===== src/sv/fpa2_pkg.sv =====
// Shared types and constants for the fixed-point atan2 core.
// No dependencies; compiled first.
package fpa2_pkg;

  localparam int FRAC_BITS_DEF   = 12;
  localparam int COORD_WIDTH_DEF = 32;
  localparam int ANGLE_WIDTH     = 11;
  // 1.0 in the internal angle format is a half turn, i.e. 2^10 output codes
  localparam int ANGLE_FRAC      = 10;

  // polynomial coefficients, scaled by 1e7
  localparam longint C1_NUM   = 778873;
  localparam longint C2_NUM   = 211035;
  localparam longint COEF_DEN = 10000000;

  // side info carried next to the quotient
  typedef struct packed {
    logic zneg;   // ratio is negative
    logic swap;   // |y| > |x|: ratio is x/y, angle mirrored about 45 deg
    logic flip;   // denominator negative: add a half turn
    logic zero;   // null vector
  } fpa2_side_t;

  // coefficient in frac-bit fixed point, truncated
  function automatic longint coef_fx(longint num, int frac);
    return (num << frac) / COEF_DEN;
  endfunction

endpackage


===== src/sv/fpa2_in_if.sv =====
// Input channel of the atan2 core: valid/ready plus the vector components.
// Depends on fpa2_pkg.
interface fpa2_in_if #(
  parameter int COORD_WIDTH = fpa2_pkg::COORD_WIDTH_DEF
);
  logic                          valid;
  logic                          ready;
  logic signed [COORD_WIDTH-1:0] coord_y;
  logic signed [COORD_WIDTH-1:0] coord_x;

  modport source (output valid, coord_y, coord_x, input ready);
  modport sink   (input valid, coord_y, coord_x, output ready);
endinterface


===== src/sv/fpa2_out_if.sv =====
// Output channel of the atan2 core: valid/ready plus the angle.
// Depends on fpa2_pkg.
interface fpa2_out_if;
  import fpa2_pkg::*;

  logic                   valid;
  logic                   ready;
  logic [ANGLE_WIDTH-1:0] angle;

  modport source (output valid, angle, input ready);
  modport sink   (input valid, angle, output ready);
endinterface


===== src/sv/fixed_point_atan2_core.sv =====
// Top level of the fixed-point atan2 core: divider, polynomial, output register.
// Depends on fpa2_pkg, fpa2_in_if, fpa2_out_if, fpa2_div, fpa2_poly.
//
// Usage
//   coord_i carries one vector per transaction: coord_y and coord_x, signed
//   fixed point with FRAC_BITS fraction bits. angle_o carries the angle of
//   that vector, 2048 codes per full turn (1024 = half turn), wrapped to
//   0..2047. The null vector gives angle 0.
//   From input transaction to output valid an item passes one compare
//   stage, one restoring-division stage per quotient bit (FRAC_BITS + 1 of
//   them), four polynomial stages and the output register.
//   Throughput is one transaction per cycle unless every stage is full and
//   angle_o is stalled. Every stage has its own valid bit and loads whenever
//   it is empty or its successor moves, so bubbles close up under
//   backpressure and input keeps flowing while a result waits at angle_o.
//   When the receiver stalls, items pile up behind the output register;
//   coord_i.ready drops only once every stage holds an item.
//   Reset (rst_ni low, asynchronous) empties the pipeline; data registers
//   are not cleared and nothing is shown until valid items arrive.
module fixed_point_atan2_core #(
  parameter int FRAC_BITS   = fpa2_pkg::FRAC_BITS_DEF,
  parameter int COORD_WIDTH = fpa2_pkg::COORD_WIDTH_DEF
) (
  input  logic              clk_i,
  input  logic              rst_ni,
  fpa2_in_if.sink           coord_i,
  fpa2_out_if.source        angle_o
);
  import fpa2_pkg::*;

  localparam int PW    = FRAC_BITS + 4;
  localparam int SHR   = (FRAC_BITS >= ANGLE_FRAC) ? FRAC_BITS - ANGLE_FRAC : 0;
  localparam int SHL   = (FRAC_BITS <  ANGLE_FRAC) ? ANGLE_FRAC - FRAC_BITS : 0;
  localparam int DEPTH = FRAC_BITS + 7;   // register stages holding an item
  localparam int CNTW  = $clog2(DEPTH + 1);

  // divider -> polynomial
  logic                 div_valid, div_ready;
  logic [FRAC_BITS:0]   div_quot;
  fpa2_side_t           div_side;

  // polynomial -> output register
  logic                 poly_valid, poly_ready;
  logic signed [PW-1:0] poly_r;
  logic                 poly_zero;

  fpa2_div #(
    .FRAC_BITS   (FRAC_BITS),
    .COORD_WIDTH (COORD_WIDTH)
  ) u_div (
    .clk_i       (clk_i),
    .rst_ni      (rst_ni),
    .in_valid_i  (coord_i.valid),
    .in_ready_o  (coord_i.ready),
    .coord_y_i   (coord_i.coord_y),
    .coord_x_i   (coord_i.coord_x),
    .out_valid_o (div_valid),
    .out_ready_i (div_ready),
    .quot_o      (div_quot),
    .side_o      (div_side)
  );

  fpa2_poly #(
    .FRAC_BITS (FRAC_BITS)
  ) u_poly (
    .clk_i       (clk_i),
    .rst_ni      (rst_ni),
    .in_valid_i  (div_valid),
    .in_ready_o  (div_ready),
    .quot_i      (div_quot),
    .side_i      (div_side),
    .out_valid_o (poly_valid),
    .out_ready_i (poly_ready),
    .r_o         (poly_r),
    .zero_o      (poly_zero)
  );

  // output register: scale to 1024 per half turn (floor), wrap to 11 bits
  logic                   out_vld_q;
  logic [ANGLE_WIDTH-1:0] angle_d, angle_q;
  logic signed [PW-1:0]   scaled;

  assign poly_ready = !out_vld_q || angle_o.ready;
  assign scaled     = (poly_r >>> SHR) <<< SHL;
  assign angle_d    = poly_zero ? '0 : scaled[ANGLE_WIDTH-1:0];

  always_ff @(posedge clk_i or negedge rst_ni) begin
    if (!rst_ni) begin
      out_vld_q <= 1'b0;
    end else if (poly_ready) begin
      out_vld_q <= poly_valid;
    end
  end

  always_ff @(posedge clk_i) begin
    if (poly_ready) begin
      angle_q <= angle_d;
    end
  end

  assign angle_o.valid = out_vld_q;
  assign angle_o.angle = angle_q;

  // items in flight, for the checks below
  logic            in_fire, out_fire;
  logic [CNTW-1:0] cnt_d, cnt_q;

  assign in_fire  = coord_i.valid && coord_i.ready;
  assign out_fire = angle_o.valid && angle_o.ready;

  always_comb begin
    cnt_d = cnt_q;
    if (in_fire && !out_fire) begin
      cnt_d = cnt_q + CNTW'(1);
    end else if (out_fire && !in_fire) begin
      cnt_d = cnt_q - CNTW'(1);
    end
  end

  always_ff @(posedge clk_i or negedge rst_ni) begin
    if (!rst_ni) begin
      cnt_q <= '0;
    end else begin
      cnt_q <= cnt_d;
    end
  end

  a_no_phantom: assert property (@(posedge clk_i) disable iff (!rst_ni)
    cnt_q == '0 |-> !angle_o.valid)
    else $error("result shown with nothing in flight");

  a_depth: assert property (@(posedge clk_i) disable iff (!rst_ni)
    cnt_q <= CNTW'(DEPTH))
    else $error("more items in flight than pipeline stages");

  a_full_only: assert property (@(posedge clk_i) disable iff (!rst_ni)
    !coord_i.ready |-> angle_o.valid && !angle_o.ready)
    else $error("input stalled while output side not blocked");

  a_out_count: assert property (@(posedge clk_i) disable iff (!rst_ni)
    out_fire |=> cnt_q == $past(cnt_q) - CNTW'(1) + CNTW'($past(in_fire)))
    else $error("in-flight count out of step with transactions");

endmodule


===== src/sv/fpa2_div.sv =====
// Magnitude compare and pipelined restoring divider, one quotient bit per stage.
// Depends on fpa2_pkg.
module fpa2_div #(
  parameter int FRAC_BITS   = fpa2_pkg::FRAC_BITS_DEF,
  parameter int COORD_WIDTH = fpa2_pkg::COORD_WIDTH_DEF
) (
  input  logic                          clk_i,
  input  logic                          rst_ni,
  input  logic                          in_valid_i,
  output logic                          in_ready_o,
  input  logic signed [COORD_WIDTH-1:0] coord_y_i,
  input  logic signed [COORD_WIDTH-1:0] coord_x_i,
  output logic                          out_valid_o,
  input  logic                          out_ready_i,
  output logic [FRAC_BITS:0]            quot_o,
  output fpa2_pkg::fpa2_side_t          side_o
);
  import fpa2_pkg::*;

  localparam int W    = COORD_WIDTH;
  localparam int QW   = FRAC_BITS + 1;
  localparam int NSTG = FRAC_BITS + 2;   // compare stage + one per quotient bit
  localparam logic [QW-1:0] ONE_Q = QW'(1) << FRAC_BITS;

  logic [NSTG-1:0] vld_q;
  logic [NSTG-1:0] vin;
  logic [NSTG:0]   rdy;
  logic [W-1:0]    rem_q  [NSTG];
  logic [W-1:0]    den_q  [NSTG];
  logic [QW-1:0]   quo_q  [NSTG];
  fpa2_side_t      side_q [NSTG];

  // front end: magnitudes, branch select
  logic [W-1:0] ay, ax;
  fpa2_side_t   side_d;

  always_comb begin
    ay = coord_y_i[W-1] ? unsigned'(-coord_y_i) : unsigned'(coord_y_i);
    ax = coord_x_i[W-1] ? unsigned'(-coord_x_i) : unsigned'(coord_x_i);
    side_d.swap = ay > ax;
    side_d.zneg = coord_y_i[W-1] ^ coord_x_i[W-1];
    side_d.flip = side_d.swap ? coord_y_i[W-1] : coord_x_i[W-1];
    side_d.zero = (coord_y_i == '0) && (coord_x_i == '0);
  end

  // stall chain: a stage takes new data when empty or draining
  assign rdy[NSTG] = out_ready_i;
  assign vin       = {vld_q[NSTG-2:0], in_valid_i};

  for (genvar j = 0; j < NSTG; j++) begin : g_rdy
    assign rdy[j] = !vld_q[j] || rdy[j+1];
  end

  always_ff @(posedge clk_i or negedge rst_ni) begin
    if (!rst_ni) begin
      vld_q <= '0;
    end else begin
      for (int j = 0; j < NSTG; j++) begin
        if (rdy[j]) begin
          vld_q[j] <= vin[j];
        end
      end
    end
  end

  always_ff @(posedge clk_i) begin
    if (rdy[0]) begin
      rem_q[0]  <= side_d.swap ? ax : ay;
      den_q[0]  <= side_d.swap ? ay : ax;
      quo_q[0]  <= '0;
      side_q[0] <= side_d;
    end
  end

  for (genvar j = 1; j < NSTG; j++) begin : g_step
    logic [W-1:0] trial;
    logic [W:0]   diff;
    logic         take;

    // first step weighs 2^FRAC_BITS without a shift; remainder stays below divisor
    assign trial = (j == 1) ? rem_q[j-1] : {rem_q[j-1][W-2:0], 1'b0};
    assign diff  = {1'b0, trial} - {1'b0, den_q[j-1]};
    assign take  = !diff[W];

    always_ff @(posedge clk_i) begin
      if (rdy[j]) begin
        rem_q[j]  <= take ? diff[W-1:0] : trial;
        den_q[j]  <= den_q[j-1];
        quo_q[j]  <= {quo_q[j-1][QW-2:0], take};
        side_q[j] <= side_q[j-1];
      end
    end
  end

  assign in_ready_o  = rdy[0];
  assign out_valid_o = vld_q[NSTG-1];
  assign quot_o      = quo_q[NSTG-1];
  assign side_o      = side_q[NSTG-1];

  // smaller magnitude over larger never exceeds 1.0
  a_quot_range: assert property (@(posedge clk_i) disable iff (!rst_ni)
    out_valid_o && !side_o.zero |-> quot_o <= ONE_Q)
    else $error("quotient above 1.0");

endmodule


===== src/sv/fpa2_poly.sv =====
// Pipelined polynomial 0.25z - z(|z|-1)(C1+C2|z|) and octant correction.
// Depends on fpa2_pkg.
module fpa2_poly #(
  parameter int FRAC_BITS = fpa2_pkg::FRAC_BITS_DEF
) (
  input  logic                        clk_i,
  input  logic                        rst_ni,
  input  logic                        in_valid_i,
  output logic                        in_ready_o,
  input  logic [FRAC_BITS:0]          quot_i,
  input  fpa2_pkg::fpa2_side_t        side_i,
  output logic                        out_valid_o,
  input  logic                        out_ready_i,
  output logic signed [FRAC_BITS+3:0] r_o,
  output logic                        zero_o
);
  import fpa2_pkg::*;

  localparam int QW   = FRAC_BITS + 1;   // |z|
  localparam int ZW   = FRAC_BITS + 2;   // z
  localparam int MW   = FRAC_BITS + 2;   // z(|z|-1) after shift
  localparam int CW   = FRAC_BITS + 2;   // C1 + C2|z|
  localparam int PW   = FRAC_BITS + 4;   // angle before scaling
  localparam int NSTG = 4;

  localparam logic [QW-1:0]        ONE_Q  = QW'(1) << FRAC_BITS;
  localparam logic [QW-1:0]        C1_Q   = QW'(coef_fx(C1_NUM, FRAC_BITS));
  localparam logic [QW-1:0]        C2_Q   = QW'(coef_fx(C2_NUM, FRAC_BITS));
  localparam logic signed [PW-1:0] ONE_S  = PW'(64'sd1 << FRAC_BITS);
  localparam logic signed [PW-1:0] HALF_S = PW'(64'sd1 << (FRAC_BITS - 1));

  logic [NSTG-1:0] vld_q;
  logic [NSTG-1:0] vin;
  logic [NSTG:0]   rdy;

  assign rdy[NSTG] = out_ready_i;
  assign vin       = {vld_q[NSTG-2:0], in_valid_i};

  for (genvar k = 0; k < NSTG; k++) begin : g_rdy
    assign rdy[k] = !vld_q[k] || rdy[k+1];
  end

  always_ff @(posedge clk_i or negedge rst_ni) begin
    if (!rst_ni) begin
      vld_q <= '0;
    end else begin
      for (int k = 0; k < NSTG; k++) begin
        if (rdy[k]) begin
          vld_q[k] <= vin[k];
        end
      end
    end
  end

  // stage 1: signed z, |z|(1-|z|), C2|z|
  logic signed [ZW-1:0] zq;
  logic signed [ZW-1:0] z1_d, z1_q;
  logic [2*QW-1:0]      u1_d, u1_q;
  logic [2*QW-1:0]      p21_d, p21_q;
  fpa2_side_t           side1_q;

  assign zq    = signed'({1'b0, quot_i});
  assign z1_d  = side_i.zneg ? -zq : zq;
  assign u1_d  = (2*QW)'(quot_i) * (2*QW)'(ONE_Q - quot_i);
  assign p21_d = (2*QW)'(C2_Q) * (2*QW)'(quot_i);

  always_ff @(posedge clk_i) begin
    if (rdy[0]) begin
      z1_q    <= z1_d;
      u1_q    <= u1_d;
      p21_q   <= p21_d;
      side1_q <= side_i;
    end
  end

  // stage 2: z(|z|-1) = +u for negative z, -u otherwise; floor shifts
  logic signed [2*QW:0] us2, s2;
  logic signed [MW-1:0] m2_d, m2_q;
  logic signed [CW-1:0] coef2_d, coef2_q;
  logic signed [ZW-1:0] lin2_q;
  fpa2_side_t           side2_q;

  assign us2     = signed'({1'b0, u1_q});
  assign s2      = side1_q.zneg ? us2 : -us2;
  assign m2_d    = s2[FRAC_BITS+MW-1:FRAC_BITS];
  assign coef2_d = signed'(CW'(C1_Q) + CW'(p21_q >> FRAC_BITS));

  always_ff @(posedge clk_i) begin
    if (rdy[1]) begin
      m2_q    <= m2_d;
      coef2_q <= coef2_d;
      lin2_q  <= z1_q >>> 2;   // 0.25 * z, floored
      side2_q <= side1_q;
    end
  end

  // stage 3: correction product
  logic signed [MW+CW-1:0] p3_d, p3_q;
  logic signed [ZW-1:0]    lin3_q;
  fpa2_side_t              side3_q;

  assign p3_d = m2_q * coef2_q;

  always_ff @(posedge clk_i) begin
    if (rdy[2]) begin
      p3_q    <= p3_d;
      lin3_q  <= lin2_q;
      side3_q <= side2_q;
    end
  end

  // stage 4: polynomial, mirror and half-turn correction
  logic signed [PW-1:0] corr4, poly4, rsel4, r4_d, r4_q;
  logic                 zero4_q;

  assign corr4 = p3_q[FRAC_BITS+PW-1:FRAC_BITS];
  assign poly4 = PW'(lin3_q) - corr4;
  assign rsel4 = side3_q.swap ? HALF_S - poly4 : poly4;
  assign r4_d  = side3_q.flip ? rsel4 + ONE_S : rsel4;

  always_ff @(posedge clk_i) begin
    if (rdy[3]) begin
      r4_q    <= r4_d;
      zero4_q <= side3_q.zero;
    end
  end

  assign in_ready_o  = rdy[0];
  assign out_valid_o = vld_q[NSTG-1];
  assign r_o         = r4_q;
  assign zero_o      = zero4_q;

endmodule


===== src/flat_wrapper.sv =====
// flat-port wrapper written by rule: the top's interface ports become plain ports
module fixed_point_atan2_core_flat import fpa2_pkg::*;
#(
  parameter int FRAC_BITS   = fpa2_pkg::FRAC_BITS_DEF,
  parameter int COORD_WIDTH = fpa2_pkg::COORD_WIDTH_DEF
)
  (clk_i, rst_ni, coord_i_valid, coord_i_coord_y, coord_i_coord_x, coord_i_ready, angle_o_valid, angle_o_angle, angle_o_ready);
  fpa2_in_if #(.COORD_WIDTH(COORD_WIDTH)) coord_i_i ();
  fpa2_out_if angle_o_i ();
  input  logic clk_i;
  input  logic rst_ni;
  input wire logic [$bits(coord_i_i.valid)-1:0] coord_i_valid;
  input wire logic [$bits(coord_i_i.coord_y)-1:0] coord_i_coord_y;
  input wire logic [$bits(coord_i_i.coord_x)-1:0] coord_i_coord_x;
  output wire logic [$bits(coord_i_i.ready)-1:0] coord_i_ready;
  output wire logic [$bits(angle_o_i.valid)-1:0] angle_o_valid;
  output wire logic [$bits(angle_o_i.angle)-1:0] angle_o_angle;
  input wire logic [$bits(angle_o_i.ready)-1:0] angle_o_ready;
  assign coord_i_i.valid = coord_i_valid;
  assign coord_i_i.coord_y = coord_i_coord_y;
  assign coord_i_i.coord_x = coord_i_coord_x;
  assign coord_i_ready = coord_i_i.ready;
  assign angle_o_valid = angle_o_i.valid;
  assign angle_o_angle = angle_o_i.angle;
  assign angle_o_i.ready = angle_o_ready;
  fixed_point_atan2_core #(.FRAC_BITS(FRAC_BITS), .COORD_WIDTH(COORD_WIDTH)) u_core (.clk_i(clk_i), .rst_ni(rst_ni), .coord_i(coord_i_i), .angle_o(angle_o_i));
endmodule

===== config.mk =====
export PLATFORM = sky130hd
export DESIGN_NAME = fixed_point_atan2_core_flat
export DESIGN_NICKNAME = d
export VERILOG_FILES = /design/src/sv/fpa2_pkg.sv /design/src/sv/fpa2_in_if.sv /design/src/sv/fpa2_out_if.sv /design/src/sv/fixed_point_atan2_core.sv /design/src/sv/fpa2_div.sv /design/src/sv/fpa2_poly.sv /design/src/flat_wrapper.sv
export SDC_FILE = /design/constraint.sdc
export NUM_CORES = 2
export LEC_CHECK = 0
export BUFFER_PORTS_ARGS = -buffer_cell sky130_fd_sc_hd__buf_2
export CORE_MARGIN = 5
export CORE_UTILIZATION = 66
export DETAILED_ROUTE_END_ITERATION = 7
export PLACE_DENSITY_LB_ADDON = 0.05
export SETUP_SLACK_MARGIN = 0.5
export SLEW_MARGIN = 20
export SYNTH_ARGS = -nofsm -noshare
export SYNTH_HDL_FRONTEND = slang
export SYNTH_SLANG_ARGS = --single-unit

===== constraint.sdc =====
create_clock -name clk_i -period 27.9 [get_ports clk_i]
set_input_delay 5.58 -clock clk_i [delete_from_list [all_inputs] [get_ports clk_i]]
set_output_delay 5.58 -clock clk_i [all_outputs]
set_load 0.05 [all_outputs]

# Word level (Yosys, flattened, before mapping)
# Memories as Yosys holds them, arrays and structs flattened.
# Index checks and enable logic that the tools add are counted.
dict set report word_totals {
  ff_bits 186
  n_memories 4
  word_cells 176
  mem_bits_rw 1134
}
# memory words width read_ports rd_clocked_by_memory_dff write_ports line_no
set mem_list {}
lappend mem_list {u_core.u_div.den_q 14 32 13 0 14 fpa2_div.sv:29} ;# logic [W-1:0] den_q [NSTG];
lappend mem_list {u_core.u_div.rem_q 14 32 13 0 14 fpa2_div.sv:28} ;# logic [W-1:0] rem_q [NSTG];
lappend mem_list {u_core.u_div.quo_q 14 13 14 0 14 fpa2_div.sv:30} ;# logic [QW-1:0] quo_q [NSTG];
lappend mem_list {u_core.u_div.side_q 14 4 14 0 14 fpa2_div.sv:31} ;# fpa2_side_t side_q [NSTG];
dict set report op_classes {
  n_reduce_logical 54
  add_sub_neg 22
  bitwise 1
  muxes 50
  n_mul 3
  order_cmp 1
}
# operator count
set op_table {}
lappend op_table {{2-to-1 mux 32 bit} 17}
lappend op_table {{subtractor 32 x 32 -> 33 bit} 13}
lappend op_table {{zero test 32 bit} 2}
lappend op_table {{negator 32 bit} 2}
lappend op_table {{2-to-1 mux 13 bit} 3}
lappend op_table {{greater-than comparator 32 bit} 1}
lappend op_table {{zero test 1 bit} 32}
lappend op_table {{2-to-1 mux 1 bit} 29}
lappend op_table {{multiplier 14 x 14 -> 26 bit} 1}
lappend op_table {{2-to-1 mux 26 bit} 1}
lappend op_table {{negator 26 bit} 1}
lappend op_table {{multiplier 14 x 11 -> 25 bit} 1}
lappend op_table {{logical OR 1 bit} 19}
lappend op_table {{multiplier 6 x 13 -> 19 bit, first input constant} 1}
lappend op_table {{negator 13 -> 14 bit} 1}
lappend op_table {{subtractor 13 x 13 -> 14 bit, first input constant} 1}
lappend op_table {{adder 13 bit, second input constant} 1}
lappend op_table {{subtractor 12 x 13 -> 13 bit} 1}
lappend op_table {{subtractor 13 bit, first input constant} 1}
lappend op_table {{adder 9 x 8 -> 10 bit, first input constant} 1}
lappend op_table {{logical AND 1 bit} 1}
lappend op_table {{XOR 1 bit} 1}

# Logic depth before layout (Yosys ltp)
dict set report logic_depth {
  depth_word 22
  depth_mapped 30
  ltp_nobuf 28
}

# By module
# A second synthesis with hierarchy kept.
dict set report unflattened {
  hier_cells 6759
  hier_area_um2 75070.7
}
# module n_inst area_per_inst_um2 seq_area_each_um2 cells_per_inst
set modules_own_cells {}
lappend modules_own_cells {fpa2_div 1 55928.6 29388.2 4904}
lappend modules_own_cells {fpa2_poly 1 18656.6 4124.0 1829}
lappend modules_own_cells {fixed_point_atan2_core 1 485.5 355.3 26}

# Least setup slack after synthesis
# Ideal clock, no wire load.
dict set report synth_timing {
  path_type {in2out}
  startpoint {input port angle_o_ready}
  endpoint {output port coord_i_ready}
  setup_slack_ps 10158
  stages 9
  t_arrival_ps 12162
  path_buffers 0
  cell_sequence {nor2b_1 > nand2_1 > nor2_1 > nand2_1 > nor3_1 > and2_1 > nand3_1 > nor2_1 > nand4_1}
}
dict set report synth_between {
  elab_chain_len 19
}
# element line_no
set synth_rtl {}
lappend synth_rtl {{start: declaration} flat_wrapper.sv:18} ;# input wire logic [$bits(angle_o_i.ready)-1:0] angle_o_ready;
lappend synth_rtl {{logical OR 1 bit} fixed_point_atan2_core.sv:83} ;# assign poly_ready = !out_vld_q || angle_o.ready;
lappend synth_rtl {{logical OR 1 bit} fpa2_poly.sv:40} ;# assign rdy[k] = !vld_q[k] || rdy[k+1];
lappend synth_rtl {{via u_core.u_poly.rdy[3]} fpa2_poly.sv:34} ;# logic [NSTG:0] rdy;
lappend synth_rtl {{logical OR 1 bit (3 in a row)} fpa2_poly.sv:40}
lappend synth_rtl {{logical OR 1 bit} fpa2_div.sv:51} ;# assign rdy[j] = !vld_q[j] || rdy[j+1];
lappend synth_rtl {{via u_core.u_div.rdy[13]} fpa2_div.sv:27} ;# logic [NSTG:0] rdy;
lappend synth_rtl {{logical OR 1 bit (9 in a row)} fpa2_div.sv:51}
lappend synth_rtl {{via u_core.u_div.rdy[4]} fpa2_div.sv:27}
lappend synth_rtl {{logical OR 1 bit (4 in a row)} fpa2_div.sv:51}
lappend synth_rtl {{end: declaration} flat_wrapper.sv:15} ;# output wire logic [$bits(coord_i_i.ready)-1:0] coord_i_ready;
# The timed path passes the listed nets, and every way through them passes these cells.

# Worst setup path in the final report
# Same ends and word-level chain as after synthesis.

==> impl_metrics.xml <==
<?xml version="1.0" encoding="UTF-8"?>
<metrics>
  <group name="timing">
    <metric name="setup_repair_after_global_routing_missed_its_margin" unit="">false</metric>
    <metric name="timing.setup.tns" unit="ns">0</metric>
    <metric name="worst_hold_slack" unit="ns">0.3984</metric>
    <metric name="finalClockSkew" unit="ns">0.02898</metric>
    <metric name="slew_headroom" unit="%">29.22</metric>
    <metric name="maxSlewViolCount" unit="">0</metric>
    <metric name="final_setup_violation_count" unit="">0</metric>
    <metric name="min_period" unit="ns">16.10</metric>
    <metric name="finalHoldViolCount" unit="">0</metric>
    <metric name="max_freq" unit="GHz">0.06209</metric>
    <metric name="worstMarginPinSlew" unit="ns">1.055</metric>
    <metric name="finalCritPeriodShare" unit="%">57.72</metric>
  </group>
  <group name="worst_setup_path">
    <metric name="worst_r2r_endpoint" unit="">u_core.u_poly.u1_q[24]</metric>
    <metric name="timing.rr.start" unit="">u_core.u_div.quo_q[1][66]</metric>
    <metric name="cp_top_family" unit="">simple AND/OR/NAND/NOR gates</metric>
    <metric name="worst_setup_path_end_kind" unit="">primary output</metric>
    <metric name="start_kind" unit="">input port</metric>
    <metric name="criticalPathCategory" unit="">in2out</metric>
    <metric name="critPathBufInv" unit="">3</metric>
    <metric name="slack_of_the_worst_reg_to_reg_path" unit="ns">19.08</metric>
    <metric name="slowest_delay" unit="ns">0.62</metric>
    <metric name="worst_ep_required_time" unit="ns">22.32</metric>
    <metric name="worstPathArrival" unit="ns">10.52</metric>
    <metric name="critical_path.slowest_cell" unit="">nand2_1</metric>
    <metric name="crit_path_start" unit="">angle_o_ready</metric>
    <metric name="path_cells" unit="">buf_2 &gt; nor2b_1 &gt; nand2_1 &gt; nor2_1 &gt; nand2_1 &gt; nor3_1 &gt; and2_1 &gt; nand3_4 &gt; nor2_1 &gt; nand4_1 &gt; buf_4 &gt; buf_2</metric>
    <metric name="r2r_cells" unit="">27</metric>
    <metric name="critical_path_peak_fanout" unit="">70</metric>
  </group>
  <group name="placed_design">
    <metric name="dp.cells" unit="">8252</metric>
    <metric name="io_buffers" unit="">80</metric>
    <metric name="gp_congestion" unit="">0.9485</metric>
    <metric name="post-dp-hpwl" unit="mm">112.4</metric>
  </group>
  <group name="synthesis">
    <metric name="number_of_synthesized_register_bits" unit="">1126</metric>
    <metric name="yosys.area_share.adder" unit="%">19.06</metric>
    <metric name="asyncSetResetFlopFracSynth" unit="%">1.687</metric>
    <metric name="postSynthNetCount" unit="">7799</metric>
    <metric name="synth_simple_gate_area_share" unit="%">10.27</metric>
    <metric name="yosys.area.top_type_share" unit="%">44.52</metric>
    <metric name="synthCells" unit="">6767</metric>
    <metric name="synth.area.mux_share" unit="%">3.338</metric>
    <metric name="synthesis_warning_total" unit="">0</metric>
    <metric name="synth_top_family_by_area" unit="">adder cells</metric>
    <metric name="synth.distinct_cells" unit="">93</metric>
    <metric name="synth_top_cell_by_area" unit="">edfxtp_1</metric>
    <metric name="synth-seq-area-share" unit="%">45.16</metric>
    <metric name="number_of_enable_type_register_cells_in_the_synthesized_netlist" unit="">1107</metric>
    <metric name="postSynthAreaPerCell" unit="um^2">11.03</metric>
    <metric name="synthTopCellsByArea" unit="">edfxtp_1, ha_1, fa_1</metric>
    <metric name="synth_flop_cell" unit="">edfxtp_1</metric>
    <metric name="synth_xor_xnor_area_share" unit="%">5.066</metric>
    <metric name="netlist_area" unit="um^2">74660</metric>
    <metric name="synth_compound_area_share" unit="%">11.66</metric>
  </group>
  <group name="job">
    <metric name="drv_cap" unit="">0</metric>
  </group>
  <group name="grt">
    <metric name="first_pass_grt_wire_length" unit="mm">243.2</metric>
    <metric name="maximum_number_of_pins_on_one_net_before_global_route_repair" unit="">79</metric>
    <metric name="first_global_vias" unit="">49700</metric>
    <metric name="grt_antenna_before_repair" unit="">1</metric>
    <metric name="grtUsageTotal" unit="%">24.43</metric>
    <metric name="grt_overflow_total" unit="">0</metric>
  </group>
  <group name="cells_and_area">
    <metric name="final-instance-count-excl-fill" unit="">8474</metric>
    <metric name="num-nets-final" unit="">7905</metric>
    <metric name="layout.area.seq" unit="um^2">33720</metric>
    <metric name="multi_input_comb_area" unit="um^2">37010</metric>
    <metric name="layout.filler_cells" unit="">7919</metric>
    <metric name="layout-area-overhead-vs-synth" unit="%">8.183</metric>
    <metric name="drive_above_1_share" unit="%">7.500</metric>
  </group>
  <group name="die">
    <metric name="area_of_the_core" unit="um^2">112500</metric>
    <metric name="die_height" unit="um">346.3</metric>
    <metric name="die-area" unit="um^2">119900</metric>
    <metric name="floorplan.rows" unit="">123</metric>
    <metric name="top_level_ports" unit="">81</metric>
    <metric name="die_x" unit="um">346.3</metric>
    <metric name="initial_core_utilization" unit="%">66.36</metric>
  </group>
  <group name="clocking">
    <metric name="root_buffer" unit="">clkbuf_16</metric>
    <metric name="cts_resized" unit="">0</metric>
    <metric name="hold_fix_buffers_cts" unit="">0</metric>
    <metric name="tritoncts_clock_tree" unit="">done</metric>
    <metric name="postCtsSetupBuffers" unit="">0</metric>
    <metric name="clock_sink_count" unit="">1126</metric>
    <metric name="clk_latency" unit="ns">0.70</metric>
    <metric name="cts_inserted_buffers" unit="">118</metric>
    <metric name="cts-root-to-sink-buffers" unit="">3</metric>
    <metric name="clkTransAtPathRegs" unit="ns">0.06</metric>
    <metric name="cts-htree-levels" unit="">3</metric>
  </group>
  <group name="routing">
    <metric name="drt-initial-drc-count" unit="">3224</metric>
    <metric name="vias_per_inst" unit="">5.790</metric>
    <metric name="routed-via-count" unit="">49070</metric>
    <metric name="drt_first_pass_iters" unit="">8</metric>
    <metric name="totalWireLength" unit="mm">145.5</metric>
    <metric name="number_of_nets_with_antenna_violations_after_routing" unit="">0</metric>
    <metric name="post-route-drc-count" unit="">2</metric>
    <metric name="drt-wirelength-per-cell" unit="um">17.18</metric>
  </group>
  <group name="hold_path">
    <metric name="hold_end" unit="">u_core.u_poly.side3_q[0]</metric>
    <metric name="worst_hold_startpoint" unit="">u_core.u_poly.side2_q[0]</metric>
    <metric name="min_delay_path_depth" unit="">0</metric>
    <metric name="min_path_type" unit="">reg2reg</metric>
  </group>
  <group name="status">
    <metric name="status" unit="">complete, but fails checks</metric>
    <metric name="violations_in_the_final_reports" unit="">design-rule violations</metric>
  </group>
</metrics>
[layer usage]
layer | part of all wire (%) | global-route usage (%) | wire length (um)
met1 | 42 | 31.38 | 60700
met2 | 50 | 43.17 | 72060
met3 | 5.1 | 2.897 | 7407
met4 | 3.7 | 8.637 | 5373
met5 | 0 | 0 | 0
[state kept, by name (all words and copies together), names as in the netlist, 4 cells and up]
signal,cells
u_core.u_poly.p3_q,13
u_core.u_poly.u1_q,25
u_core.angle_o.angle,11
u_core.u_poly.lin3_q,12
u_core.u_poly.coef2_q,10
u_core.u_div.vld_q,14
u_core.u_poly.lin2_q,12
u_core.u_poly.vld_q,4
u_core.u_div.den_q,416
u_core.u_div.rem_q,404
u_core.u_poly.z1_q,13
u_core.u_poly.side1_q,4
u_core.u_div.side_q,56
u_core.u_poly.r_o,11
u_core.u_poly.p21_q,8
u_core.u_poly.m2_q,14
u_core.u_div.quo_q,91
[how the worst max path moves through the flow]
stage | endpoint | slack [ns] | cells after the start
after detailed placement | coord_i_ready | 11.84 | 12
final | coord_i_ready | 11.80 | 12
after global placement | coord_i_ready | 12.00 | 12
after floorplan | coord_i_ready | 10.16 | 9
after CTS | coord_i_ready | 11.78 | 12
after global routing | coord_i_ready | 11.37 | 12
[synthesized netlist by cell type, types with 121 or more instances]
master,count
nand2b_1,152
xnor2_1,243
inv_1,926
o21ai_0,324
a21oi_1,444
nor2_1,422
mux2_2,152
xor2_1,187
ha_1,675
edfxtp_1,1107
and2_1,121
nand2_1,404
a21o_1,186
fa_1,289
[through the flow]
stage | util (%) | setup slack [ns] | cell area, um^2
finish | 71.80 | 11.80 | 80770
global route | 71.80 | 11.37 | 80770
CTS | 71.75 | 11.78 | 80720
detailed placement | 68.21 | 11.84 | 76740
global placement | 68.21 | 12.00 | 76740
floorplan | - | 10.16 | 74660
[worst reg2reg max path: stages, from the launching register on]
cell and delay, ns:
edfxtp_1 0.81, clkinv_1 0.59, ha_1 0.37, nor2b_1 0.16, ha_1 0.70, nor2_1 0.13, fa_1 0.52, inv_1 0.05
fa_1 0.48, inv_1 0.05, fa_1 0.49, inv_1 0.06, fa_1 0.53, inv_1 0.05, fa_1 0.48, inv_1 0.05
fa_1 0.47, inv_1 0.04, ha_1 0.32, and3_1 0.26, a221o_1 0.42, nor3_1 0.15, a21oi_1 0.16, a221oi_1 0.61
o211a_1 0.29, o21bai_1 0.08, a21oi_1 0.19, xnor2_1 0.08
[layout make-up]
| class | count | area share, % |
|---|---|---|
| repair buffers | 114 | 0.8365 |
| flip-flops and latches | 1126 | 41.75 |
| inverters | 933 | 4.339 |
| well taps | 1500 | 2.324 |
| diodes | 1 | 0.003098 |
| clock inverters | 72 | 0.9806 |
| multi-input cells | 4580 | 45.82 |
| clock buffers | 148 | 3.949 |
[kinds of logic (layout without fill, tap and decap cells)]
group	Yosys count	in the layout
xor gates and xnor gates	431	431
buffers and inverters	1061	1267
adders and majority gates	964	964
AOI/OAI and AO/OA	1391	1391
DFF	1126	1126
other	0	1
and+or+nand+nor	1564	1564
muxes	230	230
[cell usage in the layout, fill, tap and decap left out, types with 19 or more instances in the layout]
cell type | netlist | final
a211oi_1 | 31 | 31
a21boi_0 | 20 | 20
a21o_1 | 186 | 186
a21oi_1 | 444 | 443
a31oi_1 | 36 | 35
and2_1 | 121 | 121
and3_1 | 40 | 40
buf_2 | 18 | 80
buf_4 | 7 | 33
clkbuf_1 | 85 | 21
clkbuf_16 | 0 | 121
clkinv_1 | 4 | 24
clkinv_2 | 0 | 23
dfrtp_1 | 19 | 19
edfxtp_1 | 1107 | 1107
fa_1 | 289 | 289
ha_1 | 675 | 675
inv_1 | 926 | 920
mux2_2 | 152 | 152
mux2i_1 | 78 | 78
nand2_1 | 404 | 400
nand2b_1 | 152 | 152
nand3_1 | 91 | 88
nand4_1 | 46 | 46
nor2_1 | 422 | 422
nor2b_1 | 91 | 91
nor3_1 | 63 | 63
o211ai_1 | 20 | 20
o21a_1 | 79 | 79
o21ai_0 | 324 | 324
o21bai_1 | 34 | 34
o31ai_1 | 48 | 48
or2_2 | 26 | 26
or3_1 | 37 | 37
xnor2_1 | 243 | 243
xor2_1 | 187 | 187
Power is not shown: default switching activity piles up to over one toggle a cycle in this logic, so the estimate is an artifact.
